===== src/rtl/sli_pkg.sv =====
package sli_pkg;

	localparam int CAPACITY = 64;
	localparam int CNT_W    = $clog2(CAPACITY + 1);
	localparam int POS_W    = 6;
	localparam int CMP_W    = (CNT_W > POS_W) ? CNT_W : POS_W;
	localparam int DATA_W   = 64;
	localparam int LVLS     = $clog2(CAPACITY);

	typedef enum logic [1:0] {
		FN_APPEND = 2'd0,
		FN_INSERT = 2'd1,
		FN_REMOVE = 2'd2,
		FN_CLEAR  = 2'd3
	} func_t;

	typedef enum logic [1:0] {
		STS_OK        = 2'd0,
		STS_RANGE     = 2'd1,
		STS_FULL      = 2'd2,
		STS_NOT_FOUND = 2'd3
	} status_t;

	typedef enum logic [0:0] {
		ST_IDLE = 1'b0,
		ST_EXEC = 1'b1
	} state_t;

	typedef enum logic [2:0] {
		C_HOLD  = 3'd0,
		C_LOAD  = 3'd1,
		C_LOWER = 3'd2,
		C_UPPER = 3'd3,
		C_ZERO  = 3'd4
	} cell_op_t;

	typedef struct packed {
		cell_op_t op;
		logic     capture;
		logic     in_use;
	} cell_ctl_t;

endpackage


===== src/rtl/sli_cell.sv =====
module sli_cell
	import sli_pkg::*;
(
	input  logic              clk,
	input  logic              arst_n,
	input  cell_ctl_t         ctl,
	input  logic [DATA_W-1:0] item_value,
	input  logic [DATA_W-1:0] lower_data,
	input  logic [DATA_W-1:0] upper_data,
	output logic [DATA_W-1:0] data,
	output logic              hit
);

	logic [DATA_W-1:0] data_q;
	logic              hit_q;

	always_ff @(posedge clk or negedge arst_n) begin
		if (!arst_n) begin
			data_q <= '0;
		end else begin
			case (ctl.op)
				C_LOAD:  data_q <= item_value;
				C_LOWER: data_q <= lower_data;
				C_UPPER: data_q <= upper_data;
				C_ZERO:  data_q <= '0;
				default: data_q <= data_q;
			endcase
		end
	end

	// match flag, sampled when a request is taken
	always_ff @(posedge clk or negedge arst_n) begin
		if (!arst_n) begin
			hit_q <= 1'b0;
		end else if (ctl.capture) begin
			hit_q <= ctl.in_use && (data_q == item_value);
		end
	end

	assign data = data_q;
	assign hit  = hit_q;

endmodule


===== config.mk =====
export PLATFORM = sky130hd
export DESIGN_NAME = sli_cell
export DESIGN_NICKNAME = d
export VERILOG_FILES = /design/src/rtl/sli_pkg.sv /design/src/rtl/sli_cell.sv
export SDC_FILE = /design/constraint.sdc
export NUM_CORES = 1
export LEC_CHECK = 0
export BUFFER_PORTS_ARGS = -buffer_cell sky130_fd_sc_hd__buf_2
export CORE_AREA = 4 4 111 113
export DETAILED_ROUTE_END_ITERATION = 8
export DIE_AREA = 0 0 115 117
export HOLD_SLACK_MARGIN = 0.1
export PLACE_DENSITY = 0.79
export SLEW_MARGIN = 40
export SYNTH_ARGS = -nofsm -noshare
export SYNTH_HDL_FRONTEND = slang
export SYNTH_SLANG_ARGS = --single-unit

===== constraint.sdc =====
create_clock -name clk -period 1.6 [get_ports clk]
set_input_delay 0.24 -clock clk [delete_from_list [all_inputs] [get_ports clk]]
set_output_delay 0.24 -clock clk [all_outputs]
set_load 0.05 [all_outputs]

# [After elaboration in Yosys (flattened, before gate mapping)]
# Cells that the tools add are included.
[totals] ff_bits=65 out_inout_bits=65 inputBits=199
[op_classes] n_mux=1 reduce_logical=2 eq_ne=5
[ops] operator="$pmux 64 s4" n=1
[ops] operator="$eq 64x64->1" n=1
[ops] operator="$eq 3x2->1 const B" n=2
[ops] operator="$reduce_bool 4->1" n=1
[ops] operator="$eq 3x1->1 const B" n=1
[ops] operator="$eq 3x3->1 const B" n=1
[ops] operator="$logic_and 1x1->1" n=1

# [Longest topological paths before layout]
# Gate-level depths: netlist of the first run.
[depth] depth_word=2 depth_mapped=5

# [Worst setup path before layout of the first run]
# OpenSTA, ideal clock, no wires.
[synth_path] path_type="register -> register" startpoint="register data_q[16], in the netlist data[16]" endpoint="register hit_q, in the netlist hit" stages_incl_launch_ff=6 path_buffers=0 slack_ps=-120 t_arrival_ps=1624 setup_ps=95 required_time_ps=1505 cell_sequence="dfrtp_1 inv_2 a2111o_1 nor3_2 nand4_1 o32ai_2"
[synth_via] elab_chain_cells=2
[synth_lines] element="start, declared" line="sli_cell.sv:14" rtl="logic [DATA_W-1:0] data_q;"
[synth_lines] element="start signal, assigned" line="sli_cell.sv:22" rtl="C_LOAD: data_q <= item_value;"
[synth_lines] element="start signal, assigned" line="sli_cell.sv:23" rtl="C_LOWER: data_q <= lower_data;"
[synth_lines] element="start signal, assigned" line="sli_cell.sv:24" rtl="C_UPPER: data_q <= upper_data;"
[synth_lines] element="$eq 64x64->1" line="sli_cell.sv:36" rtl="hit_q <= ctl.in_use && (data_q == item_value);"
[synth_lines] element="$logic_and 1x1->1" line="sli_cell.sv:36"
[synth_lines] element="end signal, assigned" line="sli_cell.sv:36"
[synth_lines] element="end, declared" line="sli_cell.sv:15" rtl="logic hit_q;"
# Every way passes these cells.
# A chain may end at the register's enable or synchronous reset.

# [Worst setup path after layout of the first run]
[layout_path] startpoint="register data_q[47], in the netlist data[47]" endpoint="register hit_q, in the netlist hit"
# Same word-level chain as after synthesis.

==> metrics.md, run 1 <==
| Metric | Value |
|---|---|
| Slowest CP cell | `dfrtp_2` |
| Largest area contributor in the netlist | `dfrtp_1` |
| Maximum vdd drop | `0.000531 V` |
| Avg WL per Cell | `20.5 µm` |
| Critical path arrival | `1810 ps` |
| Antenna violations before repair | `1` |
| Rel. slew slack | `69.4%` |
| Mapped Cells | `526` |
| CP peak stage delay | `430 ps` |
| Via count | `5375` |
| Clk Latency, worst-skew pair | `320 ps` |
| Outcome | `finished clean` |
| Initial core utilization | `44.1%` |
| Top post-synthesis cells by count | `a221oi_1, dfrtp_1` |
| Finished Cell Area | `6910 µm²` |
| CTS Buffer Depth | `2` |
| Max-cap violations | `0` |
| GPL Wtd Cong | `0.889` |
| Root Buffer | `clkbuf_16` |
| Port bufs | `263` |
| Post-Syn Nets | `725` |
| Area Growth Syn to Fin | `38.3%` |
| Predominant post-synthesis flop cell | `dfrtp_1` |
| Final wirelength | `19000 µm` |
| Critical path type | `reg2reg` |
| H-Tree Depth | `3` |
| 1st-iter DRT viols | `465` |
| Fin crit share | `98.6%` |
| Asr flop ratio synth | `100%` |
| Cells along the critical path | `nor2b_4 > a2111o_1 > nor3_2 > nand4_1 > o32ai_2` |
| Final setup viols | `0` |
| Post-synth top area share | `32.6%` |
| Drc violations | `0` |
| Final critical path time including I/O delays and setup | `1580 ps` |
| Top cells by area, synth | `dfrtp_1, mux2i_1, a221oi_1` |
| # clock sinks | `65` |
| RSZ-0062 raised after global routing | `yes` |
| Io pins | `264` |
| Vias per inst | `5.82` |
| GRT Residual Overflow | `0` |
| EDFF count, synth | `0` |
| Final hold violation count | `0` |
| Die footprint | `13500 µm²` |
| TritonCTS clock tree | `done` |
| Peak Freq | `634 MHz` |
| Row count | `39` |
| Share of layout cells above drive strength 1 | `41.5%` |
| Hold depth | `2` |
| Placed inst area | `6540 µm²` |
| Final setup TNS | `0 ps` |
| DP Wirelength | `14400 µm` |
| Largest net degree at the start of global routing | `70` |
| Crit path max fanout | `4` |
| Final net count | `972` |
| Least-Margin Pin Slew | `460 ps` |
| Final max-slew violation count | `0` |
| Synthesis Warnings | `0` |
| Antenna-violating nets left | `0` |
| Sequential area share after synthesis | `32.6%` |
| Die Y | `117 µm` |
| Netlist cell types | `31` |
| Startpoint types | `flop` |
| Pwr per Cell Area | `965 nW/µm²` |
| Required time worst endpoint | `1830 ps` |
| PnR worst setup slack | `22.1 ps` |
| CTS buffer count | `9` |
| Synthesized cell area | `4990 µm²` |
| Die Wd | `115 µm` |
| Place WS | `-52.7 ps` |
| Global-route wire length before repair | `28200 µm` |
| Depth of the worst register-to-register path | `5` |
| Setup crit end kind | `flop` |
| Worst Skew | `5.02 ps` |
| Hold crit path type | `in2reg` |
| TritonRoute pass-1 iters | `4` |
| #FFs+latches synth | `65` |
| Clock transition at path regs | `60 ps` |
| Core area | `11300 µm²` |
| Avg Cell Area, Syn | `9.50 µm²` |
| Number of global-route vias before repair | `5285` |
| Total GRT Usage | `26.8%` |
| Leakage power total | `0.00334 µW` |
-- routing by layer --
| layer | part of all wire (%) | global-route usage [%] |
|---|---|---|
| met3 | 7.6 | 4.78 |
| met2 | 50 | 47.0 |
| met4 | 2.5 | 7.98 |
| met5 | 0 | 0 |
| met1 | 40 | 33.7 |
-- worst paths after layout --
check | from | end | slack, ps
max | data[47] | hit | 20
min | ctl[1] | hit | 190
max reg2reg | data[47] | hit | 20
min reg2reg | hit | hit | 510
max in group asynchronous | arst_n | data[22] | 590
min in group asynchronous | arst_n | data[18] | 410
-- state kept, by name, summed over array words and instances, names as in the netlist --
signal  cells
hit         1
data       64
-- timing repair --
item | CTS | global route
hold buffers | 1 | 0
resized for setup | 4 | 2
cloned | 0 | 0
buffers inserted | 0 | 2
hold endpoints to repair | 31 | 0
endpoints found under the setup margin | 1 | 1
pin swaps | 0 | 4
-- critical path: cells and delay by family, from the launching register on --
family	cells	cell delay, ps
compound gates	2	620
simple gates	3	450
flops	1	430
-- report_power, final --
part / total, µW / switching (µW) / internal [µW] / leakage (µW)
clock: 2020 / 730 / 1290 / 0.000150
sequential: 2100 / 239 / 1860 / 0.000756
combinational: 2550 / 1660 / 888 / 0.00244
-- cells by family after synthesis --
kind of cell	after synthesis	synth area share, %
AOI/OAI and AO/OA	203	32.4
xor gates and xnor gates	53	9.29
buffers and inverters	113	8.89
DFF	65	32.6
muxes	64	12.8
and+or+nand+nor	28	3.98
-- layout make-up --
class                   count  area [µm²]
fillers                  1024        4410
multi-input cells         348        2970
flip-flops and latches     65        1640
repair buffers            284        1560
clock buffers              13         260
inverters                  65         244
well taps                 143         179
clock inverters             3        40.0
diodes                      3        7.51
-- cell usage in the layout (no fill, tap or decap), types with 9 or more instances in the layout --
cell type  Yosys  layout
o21a_1        64      64
clkbuf_16      0       9
dfrtp_2        0      13
mux2i_1       64      64
buf_4          0      16
a211oi_1      64      64
a221oi_1      65      65
xnor2_1       32      30
nand4_1        9       9
inv_1         64      64
buf_2         16     260
dfrtp_1       65      52
xor2_1        21      21
-- metrics by stage --
step,utilization (%),cells,hold slack (ps),power [µW]
floorplan,-,526,-55.6,3730
global placement,57.8,902,218,4590
detailed placement,57.8,902,225,4640
CTS,60.7,919,185,6680
global route,61.0,922,182,6940
finish,61.0,924,190,6670
Power figures use the tool's default switching activity.
==> inputs of run 2 (changes only) <==
--- a/config.mk
+++ b/config.mk
@@ -6,12 +6,15 @@
 export NUM_CORES = 1
 export LEC_CHECK = 0
 export BUFFER_PORTS_ARGS = -buffer_cell sky130_fd_sc_hd__buf_2
-export CORE_AREA = 4 4 111 113
+export CELL_PAD_IN_SITES_DETAIL_PLACEMENT = 1
+export CELL_PAD_IN_SITES_GLOBAL_PLACEMENT = 1
+export CORE_AREA = 4 4 129 131
 export DETAILED_ROUTE_END_ITERATION = 8
-export DIE_AREA = 0 0 115 117
+export DIE_AREA = 0 0 133 135
 export HOLD_SLACK_MARGIN = 0.1
-export PLACE_DENSITY = 0.79
+export PLACE_DENSITY_LB_ADDON = 0.1
 export SLEW_MARGIN = 40
 export SYNTH_ARGS = -nofsm -noshare
 export SYNTH_HDL_FRONTEND = slang
 export SYNTH_SLANG_ARGS = --single-unit
+export TNS_END_PERCENT = 50
==> run 2 against run 1 <==
Effect of this change: the flow now finishes with violations (setup timing); clock-buffer cell count up 2; largest cell class unchanged; critical endpoint unchanged; highest routed layer is now met5; register-to-register slack worse by 110 ps; final area up 3.4%; fmax down 6.5%; clock power up 8%.
==> metrics.md, run 2 (same netlist as run 1, synthesis figures left out) <==
| Metric | Value |
|---|---|
| Maximum vdd drop | `0.000598 V (+13%)` |
| Startpoint types | `flop` |
| 1st-iter DRT viols | `253 (-46%)` |
| Final setup viols | `1 (+1)` |
| Final wirelength | `21700 µm (+14%)` |
| Drc violations | `0 (unchanged)` |
| Required time worst endpoint | `1840 ps (about the same)` |
| Least-Margin Pin Slew | `541 ps (+81.5 ps)` |
| Tot Pwr | `6940 µW (+4.1%)` |
| Total GRT Usage | `23.8% (-3.0 points)` |
| Port bufs | `263 (unchanged)` |
| Psw | `2720 µW (+3.3%)` |
| CTS Buffer Depth | `2 (unchanged)` |
| Share of power burned in registers | `30.1% (-1.4 points)` |
| Critical path arrival | `1930 ps (+120 ps)` |
| H-Tree Depth | `3 (unchanged)` |
| Commonest non-fill, non-tap cell in the layout | `buf_2` |
| Core area | `15600 µm² (+38%)` |
| Clk Latency, worst-skew pair | `330 ps (about the same)` |
| Initial core utilization | `32.0% (-12 points)` |
| RSZ-0062 raised after global routing | `yes` |
| Rel. slew slack | `63.8% (-5.6 points)` |
| Combinational share of power | `38.5% (+0.3 points)` |
| TritonCTS clock tree | `done` |
| Vias per inst | `5.40 (-7.2%)` |
| Pwr per Cell Area | `972 nW/µm² (+0.65%)` |
| Final critical path time including I/O delays and setup | `1690 ps (+111 ps)` |
| Final net count | `984 (+1.2%)` |
| Clock transition at path regs | `60 ps (about the same)` |
| Outcome | `complete, but fails checks` |
| Setup crit end kind | `flop` |
| GPL Wtd Cong | `0.855 (-3.8%)` |
| Root Buffer | `clkbuf_16` |
| Die Y | `135 µm (+15%)` |
| Via count | `5447 (+1.3%)` |
| Die footprint | `18000 µm² (+33%)` |
| Post-CTS setup buffers | `0 (unchanged)` |
| Hold crit path type | `in2reg` |
| Row count | `46 (+18%)` |
| DP Wirelength | `16500 µm (+15%)` |
| Antenna violations before repair | `5 (+4)` |
| Clock network power share | `31.5% (+1.2 points)` |
| Final hold violation count | `0 (unchanged)` |
| Antenna-violating nets left | `0 (unchanged)` |
| GRT Residual Overflow | `0 (unchanged)` |
| Switching fraction of total power | `39.1% (-0.29 points)` |
| Final max-slew violation count | `0 (unchanged)` |
| Io pins | `264 (unchanged)` |
| Commonest cells after routing, fill and taps aside | `buf_2, a221oi_1` |
| Share of layout cells above drive strength 1 | `42.3% (+0.76 points)` |
| Number of global-route vias before repair | `5924 (+12%)` |
| Global-route wire length before repair | `33600 µm (+19%)` |
| # clock sinks | `65 (unchanged)` |
| Placed inst area | `6770 µm² (+3.6%)` |
| Finished Cell Area | `7140 µm² (+3.4%)` |
| Max-cap violations | `0 (unchanged)` |
| Die Wd | `133 µm (+16%)` |
| Max reg flops | `64 (unchanged)` |
| PnR worst setup slack | `-88.5 ps (-111 ps)` |
| Crit path max fanout | `2 (-2)` |
| TritonRoute pass-1 iters | `4 (unchanged)` |
| Reg2reg setup slack | `-90 ps (-110 ps)` |
| Worst Skew | `4.85 ps (-0.171 ps)` |
| Area Growth Syn to Fin | `43.0%` |
| Failing checks | `setup timing` |
| Critical path type | `reg2reg` |
| CTS buffer count | `9 (unchanged)` |
| Largest net degree at the start of global routing | `51 (-27%)` |
| Fin crit share | `106% (+6.9 points)` |
| Leakage power total | `0.00342 µW (+2.4%)` |
| Avg WL per Cell | `21.5 µm (+4.9%)` |
| Internal power | `4220 µW (+4.6%)` |
| Peak Freq | `592 MHz (-6.5%)` |
| Hold slack final | `140 ps (-49.3 ps)` |
## run 2: cell type report
type                            instances  area [µm²]
Inverter                               65         244
Antenna cell                            3        7.51
Tap cell                              216         270
Sequential cell                        65        1640
Timing Repair Buffer                  296        1690
Fill cell                            1852        8450
Clock inverter                          1        30.0
Clock buffer                           15         298
Multi-Input combinational cell        348        2960
## run 2: worst max-delay path: stages (launching register included)
cell     delay [ps]
dfrtp_1         400
xnor2_2         250
buf_4           170
nand4_1         110
nor4_2          190
buf_4           170
nand3_2          60
o32ai_2         250
## run 2: through the flow
| stage | setup TNS, ps | utilization, % | setup slack (ps) | instances |
|---|---|---|---|---|
| after floorplan | 0 | - | 3.11 | 526 |
| after global placement | -158 | 43.4 | -158 | 989 |
| after detailed placement | -269 | 43.4 | -269 | 989 |
| after CTS | -92.0 | 45.7 | -92.0 | 1006 |
| after global routing | -154 | 45.8 | -154 | 1009 |
| final | -88.5 | 45.8 | -88.5 | 1009 |
## run 2: repair_timing
action                                  in CTS  in global routing
hold buffers                                 1                  0
hold endpoints to repair                    19                  0
endpoints found under the setup margin       1                  1
gates resized for setup                      3                  1
## run 2: worst paths after layout
kind	end	cells after the start	startpoint
worst min register to register	hit	2	hit
worst max register to register	hit	7	data[19]
worst max-delay path	hit	7	data[19]
worst min-delay path	hit	2	ctl[1]
min in group asynchronous	data[21]	2	arst_n
max in group asynchronous	data[1]	3	arst_n
## run 2: routing by layer
| metal | GRT usage (%) | routed length [µm] | vias to the layer above | part of all wire (%) |
|---|---|---|---|---|
| met1 | 30.6 | 9050 | 2693 | 42 |
| li1 | - | - | 2520 | - |
| met2 | 40.5 | 10900 | 198 | 50 |
| met5 | 0 | 21 | - | 0.097 |
| met4 | 7.97 | 539 | 4 | 2.5 |
| met3 | 4.25 | 1240 | 32 | 5.7 |
## run 2: power groups by stage
stage	registers [µW]	clock network, µW	logic [µW]
final	2090	2190	2670
after global routing	2130	2320	2850
after CTS	2090	2240	2700
after floorplan	2840	0	890
after detailed placement	2110	0	2680
after global placement	2100	0	2640
