[src/rtl/sli_pkg.sv]
package sli_pkg;

	localparam int CAPACITY = 64;
	localparam int CNT_W    = $clog2(CAPACITY + 1);
	localparam int POS_W    = 6;
	localparam int CMP_W    = (CNT_W > POS_W) ? CNT_W : POS_W;
	localparam int DATA_W   = 64;
	localparam int LVLS     = $clog2(CAPACITY);

	typedef enum logic [1:0] {
		FN_APPEND = 2'd0,
		FN_INSERT = 2'd1,
		FN_REMOVE = 2'd2,
		FN_CLEAR  = 2'd3
	} func_t;

	typedef enum logic [1:0] {
		STS_OK        = 2'd0,
		STS_RANGE     = 2'd1,
		STS_FULL      = 2'd2,
		STS_NOT_FOUND = 2'd3
	} status_t;

	typedef enum logic [0:0] {
		ST_IDLE = 1'b0,
		ST_EXEC = 1'b1
	} state_t;

	typedef enum logic [2:0] {
		C_HOLD  = 3'd0,
		C_LOAD  = 3'd1,
		C_LOWER = 3'd2,
		C_UPPER = 3'd3,
		C_ZERO  = 3'd4
	} cell_op_t;

	typedef struct packed {
		cell_op_t op;
		logic     capture;
		logic     in_use;
	} cell_ctl_t;

endpackage

[src/rtl/sli_scan.sv]
module sli_scan
	import sli_pkg::*;
(
	input  logic [CAPACITY-1:0] hit,
	output logic [CAPACITY-1:0] seen
);

	// inclusive prefix OR, log-depth
	logic [CAPACITY-1:0] lvl [0:LVLS];

	assign lvl[0] = hit;

	for (genvar l = 0; l < LVLS; l++) begin : g_lvl
		for (genvar i = 0; i < CAPACITY; i++) begin : g_bit
			if (i >= (1 << l)) begin : g_or
				assign lvl[l+1][i] = lvl[l][i] | lvl[l][i-(1<<l)];
			end else begin : g_pass
				assign lvl[l+1][i] = lvl[l][i];
			end
		end
	end

	assign seen = lvl[LVLS];

endmodule

[config.mk]
export PLATFORM = sky130hd
export DESIGN_NAME = sli_scan
export DESIGN_NICKNAME = d
export VERILOG_FILES = /design/src/rtl/sli_pkg.sv /design/src/rtl/sli_scan.sv
export SDC_FILE = /design/constraint.sdc
export NUM_CORES = 1
export LEC_CHECK = 0
export BUFFER_PORTS_ARGS = -buffer_cell sky130_fd_sc_hd__buf_2
export CAP_MARGIN = 0
export CORE_UTILIZATION = 30
export DETAILED_ROUTE_END_ITERATION = 10
export PLACE_DENSITY = 0.95
export SLEW_MARGIN = 20
export SYNTH_ARGS = -nofsm -noshare
export SYNTH_HDL_FRONTEND = slang
export SYNTH_SLANG_ARGS = --single-unit
[constraint.sdc]
create_clock -name vclk -period 3.5
set_clock_uncertainty 0.2 [all_clocks]
set_input_delay 0.35 -clock vclk [all_inputs]
set_output_delay 0.35 -clock vclk [all_outputs]
set_load 0.005 [all_outputs]
; ---- Yosys cells after proc, flatten, opt, wreduce, memory -nomap -nowiden
; Cells that the tools add are included.
[word_totals]
out_inout_bits = 64
elab_cells = 321
ff_bits = 0
[op_classes]
bitwise = 321
[op_table]
columns = op, n
row1 = 1-bit bitwise OR, 321

; ---- Logic depth before layout (Yosys ltp)
; Gate-level depths: netlist (run 1).
[logic_depth]
ltp_word = 6
ltp_mapped = 6
mapped_depth_nobuf = 5

; ---- Worst setup path before layout (run 1)
; OpenSTA, ideal clock, no wires.
[synth_timing]
path_kind = input to output
startpoint = input hit[0]
endpoint = output seen[34]
path_stages = 5
required_time_ps = 2950
arrival_time_ps = 2051
setup_slack_ps = 899
n_path_buf = 0
cell_sequence = or4_4 and4bb_2 nand4_4 or3_4 or2_1
[synth_between]
elab_chain_len = 2
[synth_lines]
columns = element, line
row1 = "start, declared", sli_scan.sv:4  ; input logic [CAPACITY-1:0] hit,
row2 = 1-bit bitwise OR (2 in a row), sli_scan.sv:16  ; assign lvl[l+1][i] = lvl[l][i] | lvl[l][i-(1<<l)];
row3 = "end, declared", sli_scan.sv:5  ; output logic [CAPACITY-1:0] seen
; No other way between the ends.

; ---- Final worst setup path (run 1)
; Same ends and word-level chain as after synthesis.

==> results.json, run 1 <==
{
  "slew_violations": 0,
  "rows": 17,
  "post_cts_resized": 0,
  "die_y_um": 50.2,
  "grt-ovfl-total": 0,
  "worstPathMaxFanout": 9,
  "grt_max_degree": 14,
  "synth_fa_ha_area_share_pct": 0,
  "n_sequential_cell": 0,
  "wl_per_cell_um": 11.6,
  "nets": 314,
  "grt_pass1_wl_mm": 4.91,
  "tightest_slew_ns": 0.524,
  "path_common_cell": "buf_2",
  "fillers": 227,
  "vdd_drop_max_mv": 0.0377,
  "fin_crit_ns": 2.87,
  "synth_cells": 121,
  "rsz0062_at_grt": "no",
  "grt_pass1_vias": 1226,
  "antenna_found_initial": 0,
  "drtIter0Drc": 23,
  "finalSetupTns_ns": 0,
  "final_area_um2": 1370,
  "hold_viol": 0,
  "cp-start-kind": "input pin",
  "worst_setup_path_end_kind": "primary output",
  "drv_cap": 0,
  "ys_seq_area_share_pct": 0,
  "cp_data_arrival_time_ns": 2.32,
  "drc": 0,
  "synthXorXnorAreaFrac_pct": 0,
  "hold_depth": 2,
  "ys_types": 25,
  "setup_viol": 0,
  "layout-drive-gt1-share_pct": 58.9,
  "max_freq_mhz": 349,
  "yosys_warnings": 0,
  "ant_nets": 0,
  "seq_area_um2": 0,
  "dpl-instance-area_um2": 1370,
  "p_per_area_nw_per_um2": 49.3,
  "core_um2": 2210,
  "use_met2_pct": 49.3,
  "p_leak_nw": 0.530,
  "grtUsageMet1_pct": 23.7,
  "hold_buffers": 0,
  "grtUsageMet3_pct": 4.85,
  "cts_setup_buffers": 0,
  "vias": 1384,
  "cp_data_required_time_ns": 2.95,
  "initial_core_util_pct": 31.6,
  "final_cell_mix": "128 x buf_2, 19 x nand2_1, 17 x nor2_1, 11 x nor3_1, 10 x nand3_1",
  "fin_crit_sh_pct": 81.9,
  "worstHoldPathType": "in -> out",
  "syn_avg_cell_area_um2": 5.77,
  "max_stage_delay_ns": 0.54,
  "crit_type": "in -> out",
  "synthMuxAreaShare_pct": 0,
  "synth_compound_area_share_pct": 0,
  "n_antenna_cell": 0,
  "grt_usage_pct": 23.9,
  "io_pins": 128,
  "syn2layout_area_growth_pct": 96.4,
  "gp_congestion": 0.816,
  "yosys.area_share.simple_pct": 94.3,
  "n_clock_buffer": 0,
  "avgViaCountPerCell": 5.01,
  "outcome": "finished, final reports clean",
  "syn_nets": 185,
  "relSlewSlack_pct": 64.8,
  "die-area_um2": 2520,
  "io_buffers": 128,
  "drt-pass1-iter-count": 4,
  "synth_top_family_by_area": "simple AND/OR/NAND/NOR gates",
  "dpl.hpwl_mm": 2.85,
  "final_common_cell": "buf_2",
  "die_w_um": 50.2,
  "busiest_layer": "met2",
  "cp_cell_sequence": "buf_2 > or4_4 > and4bb_2 > nand4_4 > or3_4 > or2_1 > buf_2",
  "wl_mm": 3.21,
  "netlist_area_um2": 698,
  "crit_slowest_cell": "or4_4"
}
## synthesized netlist by cell type
| cell | count | area share, % |
|---|---|---|
| and2_1 | 2 | 1.8 |
| and4bb_2 | 2 | 3.6 |
| buf_2 | 2 | 1.4 |
| buf_4 | 1 | 1.1 |
| inv_1 | 6 | 3.2 |
| nand2_1 | 19 | 10 |
| nand2b_1 | 6 | 5.4 |
| nand3_1 | 10 | 7.2 |
| nand3b_1 | 6 | 6.5 |
| nand4_1 | 3 | 2.7 |
| nand4_4 | 1 | 3.0 |
| nor2_1 | 17 | 9.1 |
| nor2b_1 | 1 | 0.90 |
| nor3_1 | 11 | 7.9 |
| nor3b_1 | 1 | 1.1 |
| nor3b_2 | 1 | 1.8 |
| nor4_1 | 9 | 8.1 |
| nor4_4 | 1 | 3.0 |
| nor4b_1 | 2 | 2.5 |
| or2_1 | 1 | 0.90 |
| or2_2 | 9 | 8.1 |
| or3_1 | 7 | 6.3 |
| or3_4 | 1 | 1.6 |
| or4_1 | 1 | 1.1 |
| or4_4 | 1 | 1.6 |
## routing by layer
layer / vias to the layer above / part of all wire (%)
li1: 693 / -
met1: 611 / 37
met2: 76 / 52
met3: 4 / 9.9
met4: 0 / 1.2
met5: - / 0
## cell type report
type	instances	area [µm²]	share of cell area (%)
multi-input cells	112	658	48.0
repair buffers	130	656	47.8
well taps	28	35.0	2.55
inverters	6	22.5	1.64
## through the flow
step	cells	power (mW)	util (%)	setup slack [ns]	hold WS (ns)
finish	276	0.0677	62.0	0.632	0.714
global route	276	0.0748	62.0	0.508	0.722
CTS	276	0.0674	62.0	0.616	0.713
detailed placement	276	0.0672	62.0	0.616	0.714
global placement	276	0.0650	62.0	0.657	0.699
floorplan	121	0.0174	-	0.899	0.580
## worst max-delay path: cells and delay by family
kind,cells,cell delay [ns]
buffers and inverters,2,0.24
AND/OR/NAND/NOR,5,1.73
## final timing paths
check,endpoint,slack (ns),start
hold / removal,seen[0],0.71,hit[0]
setup / recovery,seen[34],0.63,hit[0]
## cells by family (layout without fill, tap and decap cells)
group,Yosys count,in the layout
AND/OR/NAND/NOR,112,112
buffers and inverters,9,136
## report_power, final
| part | internal (mW) | switching [mW] |
|---|---|---|
| combinational | 0.0358 | 0.0319 |
| sequential | 0 | 0 |
| clock | 0 | 0 |
| total | 0.0358 | 0.0319 |
Power figures use the tool's default switching activity.
==> run 2, diff against run 1 <==
- CORE_UTILIZATION: 30 -> 28
- PLACE_DENSITY: 0.95 -> 0.92
- clock period: 3.5 -> 2.95 ns (I/O delays scaled with it)
==> results.json, run 2 (synthesized netlist as in run 1, its figures left out) <==
{
  "outcome": "finished, final reports clean",
  "wl_mm": 2.88,
  "rsz0062_at_grt": "no",
  "die_w_um": 51.9,
  "pwr-share-clk_pct": 0,
  "multi_input_area_um2": 658,
  "fin_crit_sh_pct": 94.1,
  "n_sequential_cell": 0,
  "die_y_um": 51.9,
  "grt_pass1_wl_mm": 4.24,
  "grtUsageMet1_pct": 20.3,
  "drtIter0Drc": 22,
  "die-area_um2": 2700,
  "nets": 314,
  "syn2layout_area_growth_pct": 96.4,
  "n_clock_buffer": 0,
  "io_buffers": 128,
  "setup_viol": 0,
  "wl_per_cell_um": 10.4,
  "crit_type": "in -> out",
  "ant_nets": 0,
  "comb_power_share_pct": 100.0,
  "avgViaCountPerCell": 4.87,
  "gp_congestion": 0.753,
  "seq_power_share_pct": 0,
  "grtUsageMet3_pct": 1.17,
  "slew_violations": 0,
  "cp_data_arrival_time_ns": 2.28,
  "rows": 17,
  "drc": 0,
  "cp-start-kind": "input pin",
  "antenna_found_initial": 0,
  "grt_max_degree": 14,
  "layout-drive-gt1-share_pct": 58.9,
  "max_freq_mhz": 360,
  "worstPathMaxFanout": 9,
  "post_cts_resized": 0,
  "worst_setup_path_end_kind": "primary output",
  "relSlewSlack_pct": 64.4,
  "use_met2_pct": 41.7,
  "initial_core_util_pct": 30.7,
  "p_leak_nw": 0.530,
  "dpl.hpwl_mm": 2.60,
  "vias": 1343,
  "fillers": 233,
  "final_common_cell": "buf_2",
  "io_pins": 128,
  "cts_setup_buffers": 0,
  "grt_usage_pct": 19.3,
  "finalSetupTns_ns": 0,
  "p_per_area_nw_per_um2": 57.2,
  "worstHoldPathType": "in -> out",
  "cp_data_required_time_ns": 2.46,
  "drt-pass1-iter-count": 4,
  "seq_area_um2": 0,
  "grt-ovfl-total": 0,
  "hold_buffers": 0,
  "hold_viol": 0,
  "core_um2": 2280,
  "busiest_layer": "met2",
  "n_antenna_cell": 0,
  "tightest_slew_ns": 0.529,
  "final_cell_mix": "128 x buf_2, 19 x nand2_1, 17 x nor2_1, 11 x nor3_1, 10 x nand3_1",
  "final_cells": 276,
  "dp.cells": 276,
  "grt_pass1_vias": 1115,
  "p_int_uw": 42.4,
  "drv_cap": 0,
  "netSwitchingFraction_pct": 45.9,
  "switchingPower_uw": 36.0,
  "fin_crit_ns": 2.78,
  "vdd_drop_max_mv": 0.0497
}
run 2: critical path, cell delays in order:
cell	delay (ns)
buf_2	0.11
or4_4	0.54
and4bb_2	0.40
nand4_4	0.16
or3_4	0.43
or2_1	0.21
buf_2	0.13
run 2: through the flow:
step                      util, %  hold WS (ns)  worst slack [ns]  total power [mW]  instance area [µm²]
final                        60.3         0.594             0.174            0.0784                 1370
after global routing         60.3         0.609             0.101            0.0871                 1370
after CTS                    60.3         0.596             0.160            0.0787                 1370
after detailed placement     60.3         0.595             0.165            0.0784                 1370
after global placement       60.3         0.588             0.204            0.0775                 1370
after floorplan                 -         0.470             0.459            0.0207                  698
run 2: final timing paths:
kind | from | to | cells past startpoint
setup / recovery | hit[0] | seen[34] | 7
hold / removal | hit[0] | seen[0] | 2
run 2: final cells by class:
cell class,count,share of cell area [%]
multi-input combinational,112,48.0
timing repair buffer,130,47.8
inverter,6,1.64
tap,28,2.55
run 2: metal layers:
| metal | wire, µm | part of all wire (%) |
|---|---|---|
| met2 | 1490 | 52 |
| met4 | 0 | 0 |
| met5 | 0 | 0 |
| met1 | 1100 | 38 |
| met3 | 282 | 9.8 |
run 2: power by group through the flow:
stage                     Clock [mW]  Sequential (mW)  Combinational (mW)
after floorplan                    0                0              0.0207
after global placement             0                0              0.0775
after detailed placement           0                0              0.0784
after CTS                          0                0              0.0787
after global routing               0                0              0.0871
final                              0                0              0.0784
==> run 3, diff against run 2 <==
- ABC_AREA: unset -> 1
- CORE_UTILIZATION: 28 -> 39
==> results.json, run 3 <==
{
  "final_common_cell": "nor2_1",
  "initial_core_util_pct": 42.7,
  "nets": 530,
  "grt_pass1_vias": 2117,
  "n_clock_buffer": 0,
  "ant_nets": 0,
  "die_y_um": 60.8,
  "final_cell_mix": "144 x nor2_1, 129 x nand2_1, 128 x buf_2, 42 x inv_1, 9 x nor2_2",
  "tightest_slew_ns": 0.235,
  "worst_setup_path_end_kind": "primary output",
  "yosysMostFrequentCell": "nor2_1",
  "hold_buffers": 0,
  "drc": 0,
  "drtIter0Drc": 87,
  "grtUsageMet3_pct": 2.77,
  "setup_viol": 0,
  "use_met2_pct": 54.6,
  "wl_mm": 5.28,
  "grt-ovfl-total": 0,
  "gp_congestion": 0.902,
  "fin_crit_sh_pct": 62.1,
  "total_power_uw": 118,
  "p_per_area_nw_per_um2": 57.8,
  "synth_commonest_cells": "144 x nor2_1, 129 x nand2_1, 42 x inv_1, 9 x nor2_2, 7 x nand2_2",
  "yosys_warnings": 0,
  "wl_per_cell_um": 10.4,
  "syn2layout_area_growth_pct": 51.1,
  "n_antenna_cell": 0,
  "post_cts_resized": 0,
  "synth_top_area_share_pct": 40.1,
  "cts_setup_buffers": 0,
  "p_leak_nw": 0.782,
  "vias": 2383,
  "whs_ns": 0.623,
  "cp-start-kind": "input pin",
  "ys_types": 7,
  "rows": 20,
  "hold_viol": 0,
  "die-area_um2": 3690,
  "vdd_drop_max_mv": 0.0420,
  "syn_avg_cell_area_um2": 3.99,
  "synth_cells": 337,
  "layout-drive-gt1-share_pct": 32.1,
  "rsz0062_at_grt": "no",
  "netlist_area_um2": 1350,
  "core_um2": 3150,
  "max_freq_mhz": 546,
  "io_pins": 128,
  "seq_area_um2": 0,
  "outcome": "finished, final reports clean",
  "post-place-ws_ns": 1.13,
  "grt_pass1_wl_mm": 8.16,
  "worstHoldPathType": "in -> out",
  "grtUsageMet1_pct": 33.9,
  "cp_data_required_time_ns": 2.46,
  "drv_cap": 0,
  "antenna_found_initial": 0,
  "fin_crit_ns": 1.83,
  "drt-pass1-iter-count": 4,
  "dp.cells": 508,
  "ys_seq_area_share_pct": 0,
  "grt_max_degree": 6,
  "n_sequential_cell": 0,
  "die_w_um": 60.8,
  "relSlewSlack_pct": 84.3,
  "final_cells": 508,
  "dpl.hpwl_mm": 4.93,
  "slew_violations": 0,
  "finalSetupTns_ns": 0,
  "yosysTopAreaCell": "nor2_1",
  "io_buffers": 128,
  "grt_usage_pct": 28.4,
  "worstPathMaxFanout": 4,
  "avgViaCountPerCell": 4.69,
  "busiest_layer": "met2",
  "syn_nets": 401,
  "synthTopCellsByArea": "nor2_1 40%, nand2_1 36%, inv_1 12%",
  "setup_slack_ns": 1.12,
  "cp_data_arrival_time_ns": 1.34,
  "crit_type": "in -> out"
}
-- run 3: cell types whose count changed after synthesis, moves of 9 or more --
cell,previous run,this run
nor2_1,17,144
nand3_1,10,0
nor4_1,9,0
nor2_2,0,9
inv_1,6,42
nand2_1,19,129
or2_2,9,0
nor3_1,11,0
-- run 3: where the power goes --
part,switching (mW),internal [mW]
logic,0.0681,0.0494
clock network,0,0
registers,0,0
-- run 3: per-stage QoR --
stage | cell area, µm² | util (%)
after floorplan | 1350 | -
after global placement | 2030 | 64.5
after detailed placement | 2030 | 64.5
after CTS | 2030 | 64.5
after global routing | 2030 | 64.5
final | 2030 | 64.5
-- run 3: final cells by class --
class | instances | area, µm²
Inverter | 42 | 158
Timing Repair Buffer | 128 | 641
Multi-Input combinational cell | 294 | 1180
Tap cell | 44 | 55.1
Fill cell | 352 | 1120
-- run 3: kinds of logic (layout without fill, tap and decap cells) --
group / after synthesis / in the layout / synth area share [%]
and+or+nand+nor: 294 / 294 / 87.7
buffers and inverters: 43 / 170 / 12.3
-- run 3: final timing paths --
path,start,end,slack (ns),depth (start not counted)
worst max-delay path,hit[2],seen[36],1.12,8
worst min-delay path,hit[0],seen[0],0.62,2
-- run 3: worst max-delay path: stages --
cell	delay [ns]
buf_2	0.11
nor2_1	0.14
nand2_2	0.13
nor2_1	0.11
nand2_1	0.11
nor2_1	0.23
nand2_1	0.08
buf_2	0.13
-- run 3: routing by layer --
layer	up-vias	part of all wire (%)
met1	1033	43
met4	0	1.2
met5	-	0
li1	1228	-
met2	114	48
met3	8	8.3
